### src/rtl/cgp_pkg.sv
// shared types and constants for the combining glyph placer
// item and result payload structs, placement class codes, placement offsets
// no dependencies
`default_nettype none

package cgp_pkg;

   // one input item: character code plus its looked-up glyph record
   typedef struct packed {
      logic       run_start;
      logic [7:0] char_code;
      logic [7:0] glyph_width;
      logic [7:0] glyph_top;
      logic [7:0] glyph_bottom;
      logic [7:0] glue_width;
      logic [7:0] advance_width;
      logic [3:0] glyph_class;
   } req_type;

   // one result item
   typedef struct packed {
      logic               draw;
      logic signed [15:0] pos_x;
      logic signed [15:0] pos_y;
      logic [15:0]        run_width;
   } rsp_type;

   // placement classes
   localparam logic [3:0] CLS_NORMAL     = 4'd0;
   localparam logic [3:0] CLS_GLUE       = 4'd1;
   localparam logic [3:0] CLS_LEFT       = 4'd2;
   localparam logic [3:0] CLS_RIGHT      = 4'd3;
   localparam logic [3:0] CLS_FIRST_A    = 4'd4;
   localparam logic [3:0] CLS_FIRST_B    = 4'd5;
   localparam logic [3:0] CLS_TOP_LEFT   = 4'd6;
   localparam logic [3:0] CLS_TOP_CENTER = 4'd7;
   localparam logic [3:0] CLS_TOP_RIGHT  = 4'd8;
   localparam logic [3:0] CLS_TOP_DOT    = 4'd9;
   localparam logic [3:0] CLS_BOT_LEFT   = 4'd10;
   localparam logic [3:0] CLS_BOT_CENTER = 4'd11;
   localparam logic [3:0] CLS_BOT_RIGHT  = 4'd12;
   localparam logic [3:0] CLS_BOT_DOT    = 4'd13;
   localparam logic [3:0] CLS_BOT_EXTRA  = 4'd14;
   localparam logic [3:0] CLS_RESTORE    = 4'd15;

   // highest control code, which gives no result
   localparam logic [7:0] CTRL_CODE_MAX = 8'd31;

   // mark offsets in pixels
   localparam logic [3:0] TOP_RIGHT_INSET = 4'd3;
   localparam logic [3:0] DOT_INSET       = 4'd2;
   localparam logic [3:0] BOT_DOT_DROP    = 4'd1;

endpackage

`default_nettype wire

### src/rtl/cgp_core.sv
// placement state and the single-pass placement logic for one item
// uses cgp_pkg for payload types, class codes and offsets
`default_nettype none

module cgp_core #(
   parameter int COORD_BITS = 16
) (
   input  wire logic            clock,
   input  wire logic            reset,
   input  wire logic            fire,
   input  wire cgp_pkg::req_type item,
   input  wire logic [7:0]      char_gap,
   output logic                 res_valid,
   output cgp_pkg::rsp_type     res
);

   localparam int CB = COORD_BITS;

   // signed halving, truncating toward zero
   function automatic logic [CB-1:0] halve(input logic [CB-1:0] v);
      logic [CB-1:0] adj;
      adj = v + CB'(v[CB-1]);
      return CB'($signed(adj) >>> 1);
   endfunction

   // pen position; marks leave it unchanged, and no separate saved pen is kept
   logic [CB-1:0] pen_ff, pen_in;
   logic [CB-1:0] base_left_ff, base_left_in;
   logic [CB-1:0] base_right_ff, base_right_in;
   logic [7:0]    base_top_ff, base_top_in;
   logic [7:0]    base_bottom_ff, base_bottom_in;
   logic          have_base_ff, have_base_in;
   logic [CB-1:0] width_sum_ff, width_sum_in;

   logic [CB-1:0] pen_cur, left_cur, right_cur, sum_cur;
   logic [7:0]    top_cur, bottom_cur;
   logic          have_cur;

   logic [CB-1:0] w, g, a, gap, rise, over, span, centre, right_w;
   logic [CB-1:0] pen_adj, mark_x, mark_y;
   logic          is_char, is_base, is_mark, draw;

   // run start clears the state in front of this item
   assign pen_cur    = item.run_start ? '0 : pen_ff;
   assign left_cur   = item.run_start ? '0 : base_left_ff;
   assign right_cur  = item.run_start ? '0 : base_right_ff;
   assign top_cur    = item.run_start ? '0 : base_top_ff;
   assign bottom_cur = item.run_start ? '0 : base_bottom_ff;
   assign have_cur   = item.run_start ? 1'b0 : have_base_ff;
   assign sum_cur    = item.run_start ? '0 : width_sum_ff;

   assign w   = CB'(item.glyph_width);
   assign g   = CB'(item.glue_width);
   assign a   = CB'(item.advance_width);
   assign gap = CB'(char_gap);

   assign rise    = CB'(item.glyph_bottom) - CB'(item.glyph_top);
   assign over    = CB'(top_cur) - rise;
   assign span    = right_cur - left_cur - w;
   assign centre  = left_cur + halve(span);
   assign right_w = right_cur - w;

   assign is_char = item.char_code > cgp_pkg::CTRL_CODE_MAX;
   assign is_base = item.glyph_class <= cgp_pkg::CLS_FIRST_B;
   assign is_mark = !is_base && (item.glyph_class != cgp_pkg::CLS_RESTORE);
   assign draw    = is_base || (is_mark && have_cur);

   always_comb begin
      case (item.glyph_class) inside
         cgp_pkg::CLS_RIGHT:                        pen_adj = pen_cur + g - w;
         cgp_pkg::CLS_FIRST_A, cgp_pkg::CLS_FIRST_B: pen_adj = pen_cur + g - a;
         default:                                   pen_adj = pen_cur;
      endcase
   end

   always_comb begin
      mark_x = left_cur;
      mark_y = CB'(bottom_cur);
      case (item.glyph_class)
         cgp_pkg::CLS_TOP_LEFT: begin
            mark_x = left_cur;
            mark_y = over;
         end
         cgp_pkg::CLS_TOP_CENTER: begin
            mark_x = centre;
            mark_y = over;
         end
         cgp_pkg::CLS_TOP_RIGHT: begin
            mark_x = right_w - CB'(cgp_pkg::TOP_RIGHT_INSET);
            mark_y = over;
         end
         cgp_pkg::CLS_TOP_DOT: begin
            mark_x = right_w - CB'(cgp_pkg::DOT_INSET);
            mark_y = halve(over);
         end
         cgp_pkg::CLS_BOT_LEFT: begin
            mark_x = left_cur;
         end
         cgp_pkg::CLS_BOT_CENTER: begin
            mark_x = centre;
         end
         cgp_pkg::CLS_BOT_RIGHT: begin
            mark_x = right_w;
         end
         cgp_pkg::CLS_BOT_DOT: begin
            mark_x = right_w - CB'(cgp_pkg::DOT_INSET);
            mark_y = CB'(bottom_cur) + CB'(cgp_pkg::BOT_DOT_DROP);
         end
         cgp_pkg::CLS_BOT_EXTRA: begin
            mark_x = right_w - CB'(cgp_pkg::DOT_INSET);
            mark_y = CB'(bottom_cur) - rise;
         end
         default: begin
            mark_x = left_cur;
            mark_y = CB'(bottom_cur);
         end
      endcase
   end

   // state after this item
   always_comb begin
      pen_in         = pen_cur;
      base_left_in   = left_cur;
      base_right_in  = right_cur;
      base_top_in    = top_cur;
      base_bottom_in = bottom_cur;
      have_base_in   = have_cur;
      width_sum_in   = sum_cur;
      if (is_char) begin
         if (is_base && (item.glyph_class != cgp_pkg::CLS_NORMAL)) begin
            base_top_in    = item.glyph_top;
            base_bottom_in = item.glyph_bottom;
            have_base_in   = 1'b1;
            pen_in         = pen_cur + g;
         end
         case (item.glyph_class) inside
            cgp_pkg::CLS_NORMAL: begin
               have_base_in = 1'b0;
               pen_in       = pen_cur + w + gap;
               width_sum_in = sum_cur + w + gap;
            end
            cgp_pkg::CLS_GLUE: begin
               base_left_in  = pen_cur;
               base_right_in = pen_cur + w;
               width_sum_in  = sum_cur + g;
            end
            cgp_pkg::CLS_LEFT, cgp_pkg::CLS_RIGHT: begin
               base_left_in  = pen_cur;
               base_right_in = pen_cur + g;
               width_sum_in  = sum_cur + g;
            end
            cgp_pkg::CLS_FIRST_A, cgp_pkg::CLS_FIRST_B: begin
               base_left_in  = pen_adj;
               base_right_in = pen_adj + w;
               width_sum_in  = sum_cur + a;
            end
            default: begin
               pen_in = pen_cur;
            end
         endcase
      end
   end

   always_comb begin
      res_valid     = is_char;
      res.draw      = draw;
      res.pos_x     = draw ? 16'(is_base ? pen_adj : mark_x) : '0;
      res.pos_y     = (draw && is_mark) ? 16'(mark_y) : '0;
      res.run_width = 16'(width_sum_in);
   end

   always_ff @(posedge clock) begin
      if (reset) begin
         pen_ff         <= '0;
         base_left_ff   <= '0;
         base_right_ff  <= '0;
         base_top_ff    <= '0;
         base_bottom_ff <= '0;
         have_base_ff   <= 1'b0;
         width_sum_ff   <= '0;
      end else if (fire) begin
         pen_ff         <= pen_in;
         base_left_ff   <= base_left_in;
         base_right_ff  <= base_right_in;
         base_top_ff    <= base_top_in;
         base_bottom_ff <= base_bottom_in;
         have_base_ff   <= have_base_in;
         width_sum_ff   <= width_sum_in;
      end
   end

endmodule

`default_nettype wire

### src/rtl/combining_glyph_placer_unit.sv
// combining glyph placer: an accepted item waits in the input register; its result is written
// to the result register when the result register is empty or drains, and shows on rsp_valid
// throughput one item per cycle; the input stalls only while a result waits under rsp_stall
// reset (synchronous) empties both registers, clears all placement state and
// sets char_gap to zero
// top level; uses cgp_pkg and cgp_core
`default_nettype none

module combining_glyph_placer_unit #(
   parameter int COORD_BITS = 16
) (
   input  wire logic             clock,
   input  wire logic             reset,
   // configuration
   input  wire logic             csr_wr_en,
   input  wire logic [7:0]       csr_wr_data,
   // item channel
   input  wire logic             req_valid,
   output logic                  req_stall,
   input  wire cgp_pkg::req_type req_item,
   // result channel
   output logic                  rsp_valid,
   input  wire logic             rsp_stall,
   output cgp_pkg::rsp_type      rsp_item
);

   // extra pixels after each lone normal glyph
   logic [7:0] char_gap_ff;

   // input register
   logic             in_valid_ff, in_valid_in;
   cgp_pkg::req_type in_item_ff;

   // result register
   logic             out_valid_ff, out_valid_in;
   cgp_pkg::rsp_type out_item_ff;

   logic             in_take;   // transfer on the item channel
   logic             advance;   // input register item processed this cycle
   logic             out_taken; // transfer on the result channel
   logic             res_valid;
   cgp_pkg::rsp_type res;

   // the input register moves on when the result register is empty or drains
   assign out_taken = out_valid_ff && !rsp_stall;
   assign advance   = in_valid_ff && (!out_valid_ff || !rsp_stall);
   assign req_stall = in_valid_ff && !advance;
   assign in_take   = req_valid && !req_stall;

   always_comb begin
      in_valid_in = in_valid_ff;
      if (in_take) begin
         in_valid_in = 1'b1;
      end else if (advance) begin
         in_valid_in = 1'b0;
      end
      out_valid_in = out_valid_ff;
      if (advance && res_valid) begin
         out_valid_in = 1'b1;
      end else if (out_taken) begin
         out_valid_in = 1'b0;
      end
   end

   // placement state and logic; control codes give no result and change state only at a run start
   cgp_core #(
      .COORD_BITS(COORD_BITS)
   ) u_core (
      .clock    (clock),
      .reset    (reset),
      .fire     (advance),
      .item     (in_item_ff),
      .char_gap (char_gap_ff),
      .res_valid(res_valid),
      .res      (res)
   );

   always_ff @(posedge clock) begin
      if (reset) begin
         char_gap_ff  <= '0;
         in_valid_ff  <= 1'b0;
         out_valid_ff <= 1'b0;
      end else begin
         if (csr_wr_en) begin
            char_gap_ff <= csr_wr_data;
         end
         in_valid_ff  <= in_valid_in;
         out_valid_ff <= out_valid_in;
      end
   end

   // payload registers, no reset
   always_ff @(posedge clock) begin
      if (in_take) begin
         in_item_ff <= req_item;
      end
      if (advance && res_valid) begin
         out_item_ff <= res;
      end
   end

   assign rsp_valid = out_valid_ff;
   assign rsp_item  = out_item_ff;

endmodule

`default_nettype wire

### config.mk
export PLATFORM = sky130hd
export DESIGN_NAME = combining_glyph_placer_unit
export DESIGN_NICKNAME = d
export VERILOG_FILES = /design/src/rtl/cgp_pkg.sv /design/src/rtl/cgp_core.sv /design/src/rtl/combining_glyph_placer_unit.sv
export SDC_FILE = /design/constraint.sdc
export NUM_CORES = 1
export LEC_CHECK = 0
export BUFFER_PORTS_ARGS = -buffer_cell sky130_fd_sc_hd__buf_2
export CORE_AREA = 2 2 215 217
export CTS_CLUSTER_DIAMETER = 80
export DETAILED_ROUTE_END_ITERATION = 8
export DIE_AREA = 0 0 217 219
export HOLD_SLACK_MARGIN = 0.12
export SLEW_MARGIN = 40
export SYNTH_ARGS = -nofsm -noshare
export SYNTH_HDL_FRONTEND = slang
export SYNTH_SLANG_ARGS = --single-unit
### constraint.sdc
create_clock -name clock -period 7.85 [get_ports clock]
set_input_delay 0.3925 -clock clock [delete_from_list [all_inputs] [get_ports clock]]
set_output_delay 0.3925 -clock clock [all_outputs]
set_load 0.05 [all_outputs]
==> results by group, run 1 <==
Drt
  – DRT antenna net count: 0
  – DRC violations left: 0
  – Routed Wire Length: approximately 65000 um
  – Initial DRT Pass Iterations: 6
  – Vias per cell: about 6
  – Via count: between 15000 and 20000
  – Routed WL per cell: ~22 um
  – Iter 0 DRT Violations: roughly 1700

Setup path
  – Worst reg2reg path startpoint: in_item_ff[52]$_DFFE_PP_
  – Crit-path most repeated cell: ha_1
  – Register-to-register setup slack: between 0.7 and 0.8 ns
  – Crit path required time: between 8 and 9 ns
  – FF-to-FF End: rsp_item[47]$_SDFFCE_PP0P_
  – CP delay by family, top: compound AO/OA/AOI/OAI gates
  – Worst Path Max Fanout: 9
  – Critical path's slowest cell: edfxtp_1
  – Critical path arrival: ~7.4 ns
  – Critical Setup Path Class: register to register
  – Crit path largest cell delay: between 0.5 and 0.6 ns
  – Worst setup path end: rsp_item[47]$_SDFFCE_PP0P_
  – Buffer and inverter count on the worst path: 3
  – Critical path origin: in_item_ff[52]$_DFFE_PP_
  – Logic depth of the worst path, buffers included: 31
  – Worst Setup End Kind: register
  – Worst R2R Path Depth: 31
  – CP startpoint kind: register

Placement
  – IO Port Bufs: around 110
  – GPL Wtd Cong: 0.9452
  – Post-DP HPWL: around 50000 um

Floorplanning
  – Placement Rows: 78
  – Die Ht: between 200 and 250 um
  – Initial Util: between 30 and 40%
  – Core box area: 45090 um^2
  – Die X-Extent: ~220 um
  – Io pins: 117
  – Die area: about 48000 um^2

Yosys
  – Ys flop type: edfxtp_1
  – Yosys top cell by area: edfxtp_1
  – Number of synthesis warnings: 0
  – Synth Cell Area: roughly 18000 um^2
  – Cell with the most instances after synthesis: nor2_1
  – Unique masters post-synth: 93
  – Top post-synthesis cells by count: 223 x nor2_1, 183 x nand2_1, 175 x a21oi_1, 148 x ha_1, 133 x o21ai_0
  – Syn nets: about 2500
  – Synth top area share: approximately 16%
  – #FFs+latches synth: roughly 190
  – Top area cells in the synthesized netlist: edfxtp_1 16%, ha_1 10%, dfxtp_1 10%, xnor2_1 5.2%, a21oi_1 4.9%
  – Synth Instances: roughly 2200
  – Fraction of registers with async set/reset: 0%
  – Number of enable flip-flop cells after synthesis: between 90 and 100
  – Sequential area share after synthesis: a little over a quarter
  – Syn avg cell area: 8.126 um^2

Clock tree
  – Clock tree from TritonCTS: done
  – Clock transition at the registers of the reported paths: about 0.08 ns
  – Deepest clock path buffer count: 2
  – TritonCTS Buffers: 17
  – Clock Tree Root: clkbuf_16
  – Clock insertion delay at the later pin of the skew report: between 0.4 and 0.5 ns
  – CTS H-Tree Depth: 4
  – Clk sinks: approximately 190

GRT
  – Global route total overflow: 0
  – First-pass GRT wire length: roughly 100000 um
  – Initial antenna violation count: 0
  – GRT Resource Usage Total: ~27%
  – Largest net degree at the start of global routing: 74
  – Vias in the first global route: about 17000

Timing
  – Setup TNS: 0 ns
  – Final setup vio count: 0
  – RSZ-0062 raised after global routing: false
  – Final Skew: 0.01498 ns
  – Final Cycle Share: 91.06%
  – F_max: roughly 140 MHz
  – Worst rel slew slack: just under 40%
  – Slew Viols, Final: 0
  – Tmin final: about 7.1 ns
  – Final hold vios: 0
  – Tightest Pin Transition: around 0.90 ns

Run status
  – Status: complete, no violations

Power
  – Peak VDD IR: 213.8 uV
  – Pwr Density: about 150 nW/um^2
  – P_leak: around 8.3 nW

Job
  – Max_cap viols: 0

Layout
  – Layout Nets: 2585
  – Diodes inserted: 0
  – Share of post-route cells with drive strength above 1: just over 10%
  – Post-Route Utilization: a little under half
  – P&R area growth vs syn: 13.52%

Min path
  – HP Class: input pin to register
  – Min-delay src: csr_wr_data[4]
[registers in the layout, summed over array words and instances, names as in the netlist]
name / count
u_core.base_top_ff: 8
u_core.base_bottom_ff: 8
rsp_item: 49
in_item_ff: 48
u_core.base_left_ff: 16
u_core.pen_ff: 16
rsp_valid: 1
in_valid_ff: 1
u_core.base_right_ff: 16
u_core.width_sum_ff: 16
u_core.have_base_ff: 1
char_gap_ff: 8
[worst min-delay path by stage]
stage / cells after the start / end / slack (ns)
floorplan: 2 / u_core.base_right_ff[2]$_SDFFE_PP0P_ / 0.43
global placement: 2 / u_core.base_right_ff[2]$_SDFFE_PP0P_ / 0.44
detailed placement: 2 / u_core.width_sum_ff[0]$_SDFFE_PP0P_ / 0.45
CTS: 3 / char_gap_ff[4]$_SDFFE_PP0P_ / 0.12
global route: 3 / char_gap_ff[0]$_SDFFE_PP0P_ / 0.15
finish: 3 / char_gap_ff[4]$_SDFFE_PP0P_ / 0.14
[tightest hold or removal path: stages]
cell and delay, ns:
buf_2 0.07, mux2i_1 0.05, nor2_1 0.07
[power by group]
part           internal, mW  switching (mW)  total (mW)
logic                 0.414           0.695        1.11
registers              1.08          0.0299        1.11
clock network         0.435           0.458       0.893
total                  1.93            1.18        3.11
[metal layers]
layer,global-route usage (%),share of wire (%)
met1,36.76,45
met2,44.55,46
met3,2.869,6.4
met4,10.21,3.2
met5,0,0
[area by class of cell]
type | count | area (um^2)
repair buffers | 207 | 1400
fillers | 4490 | 24730
flip-flops and latches | 188 | 4735
inverters | 132 | 495.5
clock buffers | 18 | 450.4
well taps | 600 | 750.7
clock inverters | 14 | 122.6
multi-input cells | 1795 | 12400
[per-stage QoR]
step	cells	instance area [um^2]	total power, mW	hold WS (ns)	setup WS, ns
after floorplan	2207	17930	1.906	0.4274	0.3283
after global placement	2870	19250	2.179	0.4365	0.5654
after detailed placement	2871	19270	2.196	0.4454	0.5002
after CTS	2952	20340	3.110	0.1220	0.4693
after global routing	2954	20360	3.265	0.1542	0.03697
final	2954	20360	3.111	0.1388	0.7016
[placed cells by master, fill, tap and decap left out, types with 30 or more instances in the layout]
master         count
nor2_1           220
nand2_1          183
a21oi_1          175
ha_1             148
o21ai_0          132
inv_1            130
buf_2            112
xnor2_1          106
edfxtp_1          97
dfxtp_1           91
nor2b_1           78
nand3_1           51
xor2_1            51
nor3_1            50
dlygate4sd3_1     49
a21o_1            47
buf_4             45
o21a_1            38
a22oi_1           36
o22ai_1           33
a211oi_1          33
fa_1              30
[what timing repair did]
action	in CTS	in global routing
setup buffers	0	2
resized for setup	0	2
endpoints found under the setup margin	0	4
endpoints found under the hold margin	49	0
hold buffers	49	0
[kinds of logic (layout without fill, tap and decap cells)]
kind of cell | Yosys count | after routing | synth area share (%)
multiplexers | 20 | 20 | 1.130
flip-flops | 188 | 188 | 26.40
buffers and inverters | 224 | 371 | 4.702
XOR/XNOR | 158 | 158 | 7.793
adder cells (fa/ha/maj) | 178 | 178 | 13.67
AND/OR/NAND/NOR | 731 | 731 | 19.74
AO/OA/AOI/OAI | 708 | 708 | 26.56
Power figures use the tool's default switching activity.
==> run 2, diff against run 1 <==
Settings changed: CORE_AREA 2 2 215 217 to 2 2 205 228, DIE_AREA 0 0 217 219 to 0 0 207 230.
==> results by group, run 2 (synthesized netlist as in run 1, its figures left out) <==
Run status
  – Status: complete, no violations

Layout
  – Layout Nets: about 2600
  – Most frequent cells in the layout: 218 x nor2_1, 183 x nand2_1, 175 x a21oi_1
  – Multi-input logic area: between 10000 and 15000 um^2
  – Max FFs per register: 49
  – Sequential cell area: ~4700 um^2
  – Most common cell after layout, fill and taps aside: nor2_1
  – Share of post-route cells with drive strength above 1: about a tenth
  – Diodes inserted: 0
  – P&R area growth vs syn: 13.45%
  – Post-Route Utilization: 45.07%
  – Fillers: 4501
  – Final cell count without fillers: between 2000 and 3000

Placement
  – Placed insts: approximately 2900
  – Post-DP HPWL: between 40000 and 50000 um
  – GPL Wtd Cong: about 0.97
  – IO Port Bufs: about 110
  – Setup WS pre-CTS: 0.4885 ns

Timing
  – RSZ-0062 raised after global routing: false
  – Final Skew: 0.01927 ns
  – Slew Viols, Final: 0
  – Tmin final: just over 7 ns
  – Fin Hold WS: 0.1391 ns
  – Setup ws final: between 0.6 and 0.7 ns
  – Final setup vio count: 0
  – Final Cycle Share: between 90% and 100%
  – Tightest Pin Transition: slightly below 0.9 ns
  – Worst rel slew slack: 41.14%
  – Final hold vios: 0
  – Setup TNS: 0 ns
  – F_max: around 140 MHz

Clock tree
  – Clk sinks: ~190
  – TritonCTS Buffers: 17
  – Clock Tree Root: clkbuf_16
  – Clock tree from TritonCTS: done
  – Deepest clock path buffer count: 2
  – CTS H-Tree Depth: 4
  – Clock transition at the registers of the reported paths: about 0.080 ns
  – Clock insertion delay at the later pin of the skew report: between 0.4 and 0.5 ns

Power
  – Peak VDD IR: about 120 uV
  – P_leak: between 8 and 9 nW
  – Pwr Density: 155.4 nW/um^2

Floorplanning
  – Die area: between 40000 and 50000 um^2
  – Io pins: roughly 120
  – Placement Rows: 82
  – Initial Util: between 30% and 40%
  – Core box area: between 40000 and 50000 um^2
  – Die Ht: around 230 um
  – Die X-Extent: roughly 210 um

Setup path
  – Crit-path most repeated cell: ha_1
  – Critical Setup Path Class: register to register
  – Worst R2R Path Depth: 31
  – Crit path largest cell delay: just over 0.5 ns
  – Worst Path Max Fanout: 9
  – CP startpoint kind: register
  – Crit path required time: between 8 and 9 ns
  – Worst reg2reg path startpoint: in_item_ff[52]$_DFFE_PP_
  – Critical path's slowest cell: edfxtp_1
  – Register-to-register setup slack: 0.69 ns
  – Worst Setup End Kind: register
  – FF-to-FF End: rsp_item[47]$_SDFFCE_PP0P_
  – Critical path arrival: roughly 7.4 ns

Drt
  – DRC violations left: 0
  – Vias per cell: about 5.9
  – Routed Wire Length: around 64000 um
  – Iter 0 DRT Violations: about 1500
  – Via count: 17460
  – Initial DRT Pass Iterations: 5
  – Routed WL per cell: around 22 um
  – DRT antenna net count: 0

GRT
  – First-pass GRT wire length: about 97000 um
  – Vias in the first global route: roughly 17000
  – Global route total overflow: 0
  – Largest net degree at the start of global routing: 72
  – GRT Resource Usage Total: a little over a quarter
  – Initial antenna violation count: 0

Min path
  – Worst Hold Path Cells: 1
  – HP Class: input pin to register
  – Hold worst-path end: in_item_ff[3]$_DFFE_PP_
  – Min-delay src: req_item[3]

Job
  – Max_cap viols: 0
==> run 2: changes by cell type in the layout (fill, tap and decap cells not counted), moves of 2 or more <==
cell | previous run | this run
clkinv_4 | 3 | 0
nor2_2 | 3 | 5
dlygate4sd3_1 | 49 | 46
bufinv_16 | 0 | 2
buf_4 | 45 | 42
nor2_1 | 220 | 218
==> run 2: power by group <==
part	internal [mW]	total [mW]	switching (mW)
clock network	0.493	0.947	0.454
logic	0.413	1.10	0.689
registers	1.08	1.11	0.0323
==> run 2: worst max path at each step <==
| stage | end | start | cells past startpoint |
|---|---|---|---|
| after detailed placement | rsp_item[47]$_SDFFCE_PP0P_ | in_item_ff[52]$_DFFE_PP_ | 29 |
| after floorplan | rsp_item[47]$_SDFFCE_PP0P_ | in_item_ff[52]$_DFFE_PP_ | 35 |
| final | rsp_item[47]$_SDFFCE_PP0P_ | in_item_ff[52]$_DFFE_PP_ | 31 |
| after CTS | rsp_item[47]$_SDFFCE_PP0P_ | in_item_ff[52]$_DFFE_PP_ | 29 |
| after global routing | rsp_item[43]$_SDFFCE_PP0P_ | in_item_ff[52]$_DFFE_PP_ | 31 |
| after global placement | rsp_item[47]$_SDFFCE_PP0P_ | in_item_ff[52]$_DFFE_PP_ | 29 |
==> run 2: through the flow <==
stage | power (mW) | instance area, um^2
6_report | 3.161 | 20350
4_1_cts | 3.157 | 20330
3_3_place_gp | 2.169 | 19230
3_5_place_dp | 2.191 | 19250
2_1_floorplan | 1.906 | 17930
5_1_grt | 3.320 | 20350
==> run 2: metal layers <==
metal	global-route usage, %	vias up	wire (um)
met5	0	-	0
met4	11.32	0	2582
met3	3.196	137	3550
met2	44.06	645	30010
met1	33.48	8336	27840
li1	-	8345	-
==> run 2: cell type report <==
class | count | area share (%)
multi-input combinational | 1795 | 61.01
sequential | 188 | 23.27
timing repair buffer | 201 | 6.623
tap | 588 | 3.616
inverter | 132 | 2.454
clock buffer | 18 | 2.159
clock inverter | 14 | 0.8671
==> run 2: critical path: cells and delay by family (launching register included) <==
family,cells,cell delay [ns]
compound gates,15,2.87
xor+xnor,2,0.37
fa+ha+maj,4,1.35
buf+inv,3,0.44
flops,1,0.51
simple gates,7,1.33
==> run 2: what timing repair did <==
action,CTS,global route
setup buffers,0,0
hold buffers,46,0
endpoints found under the setup margin,0,5
endpoints found under the hold margin,46,0
gates resized for setup,0,6
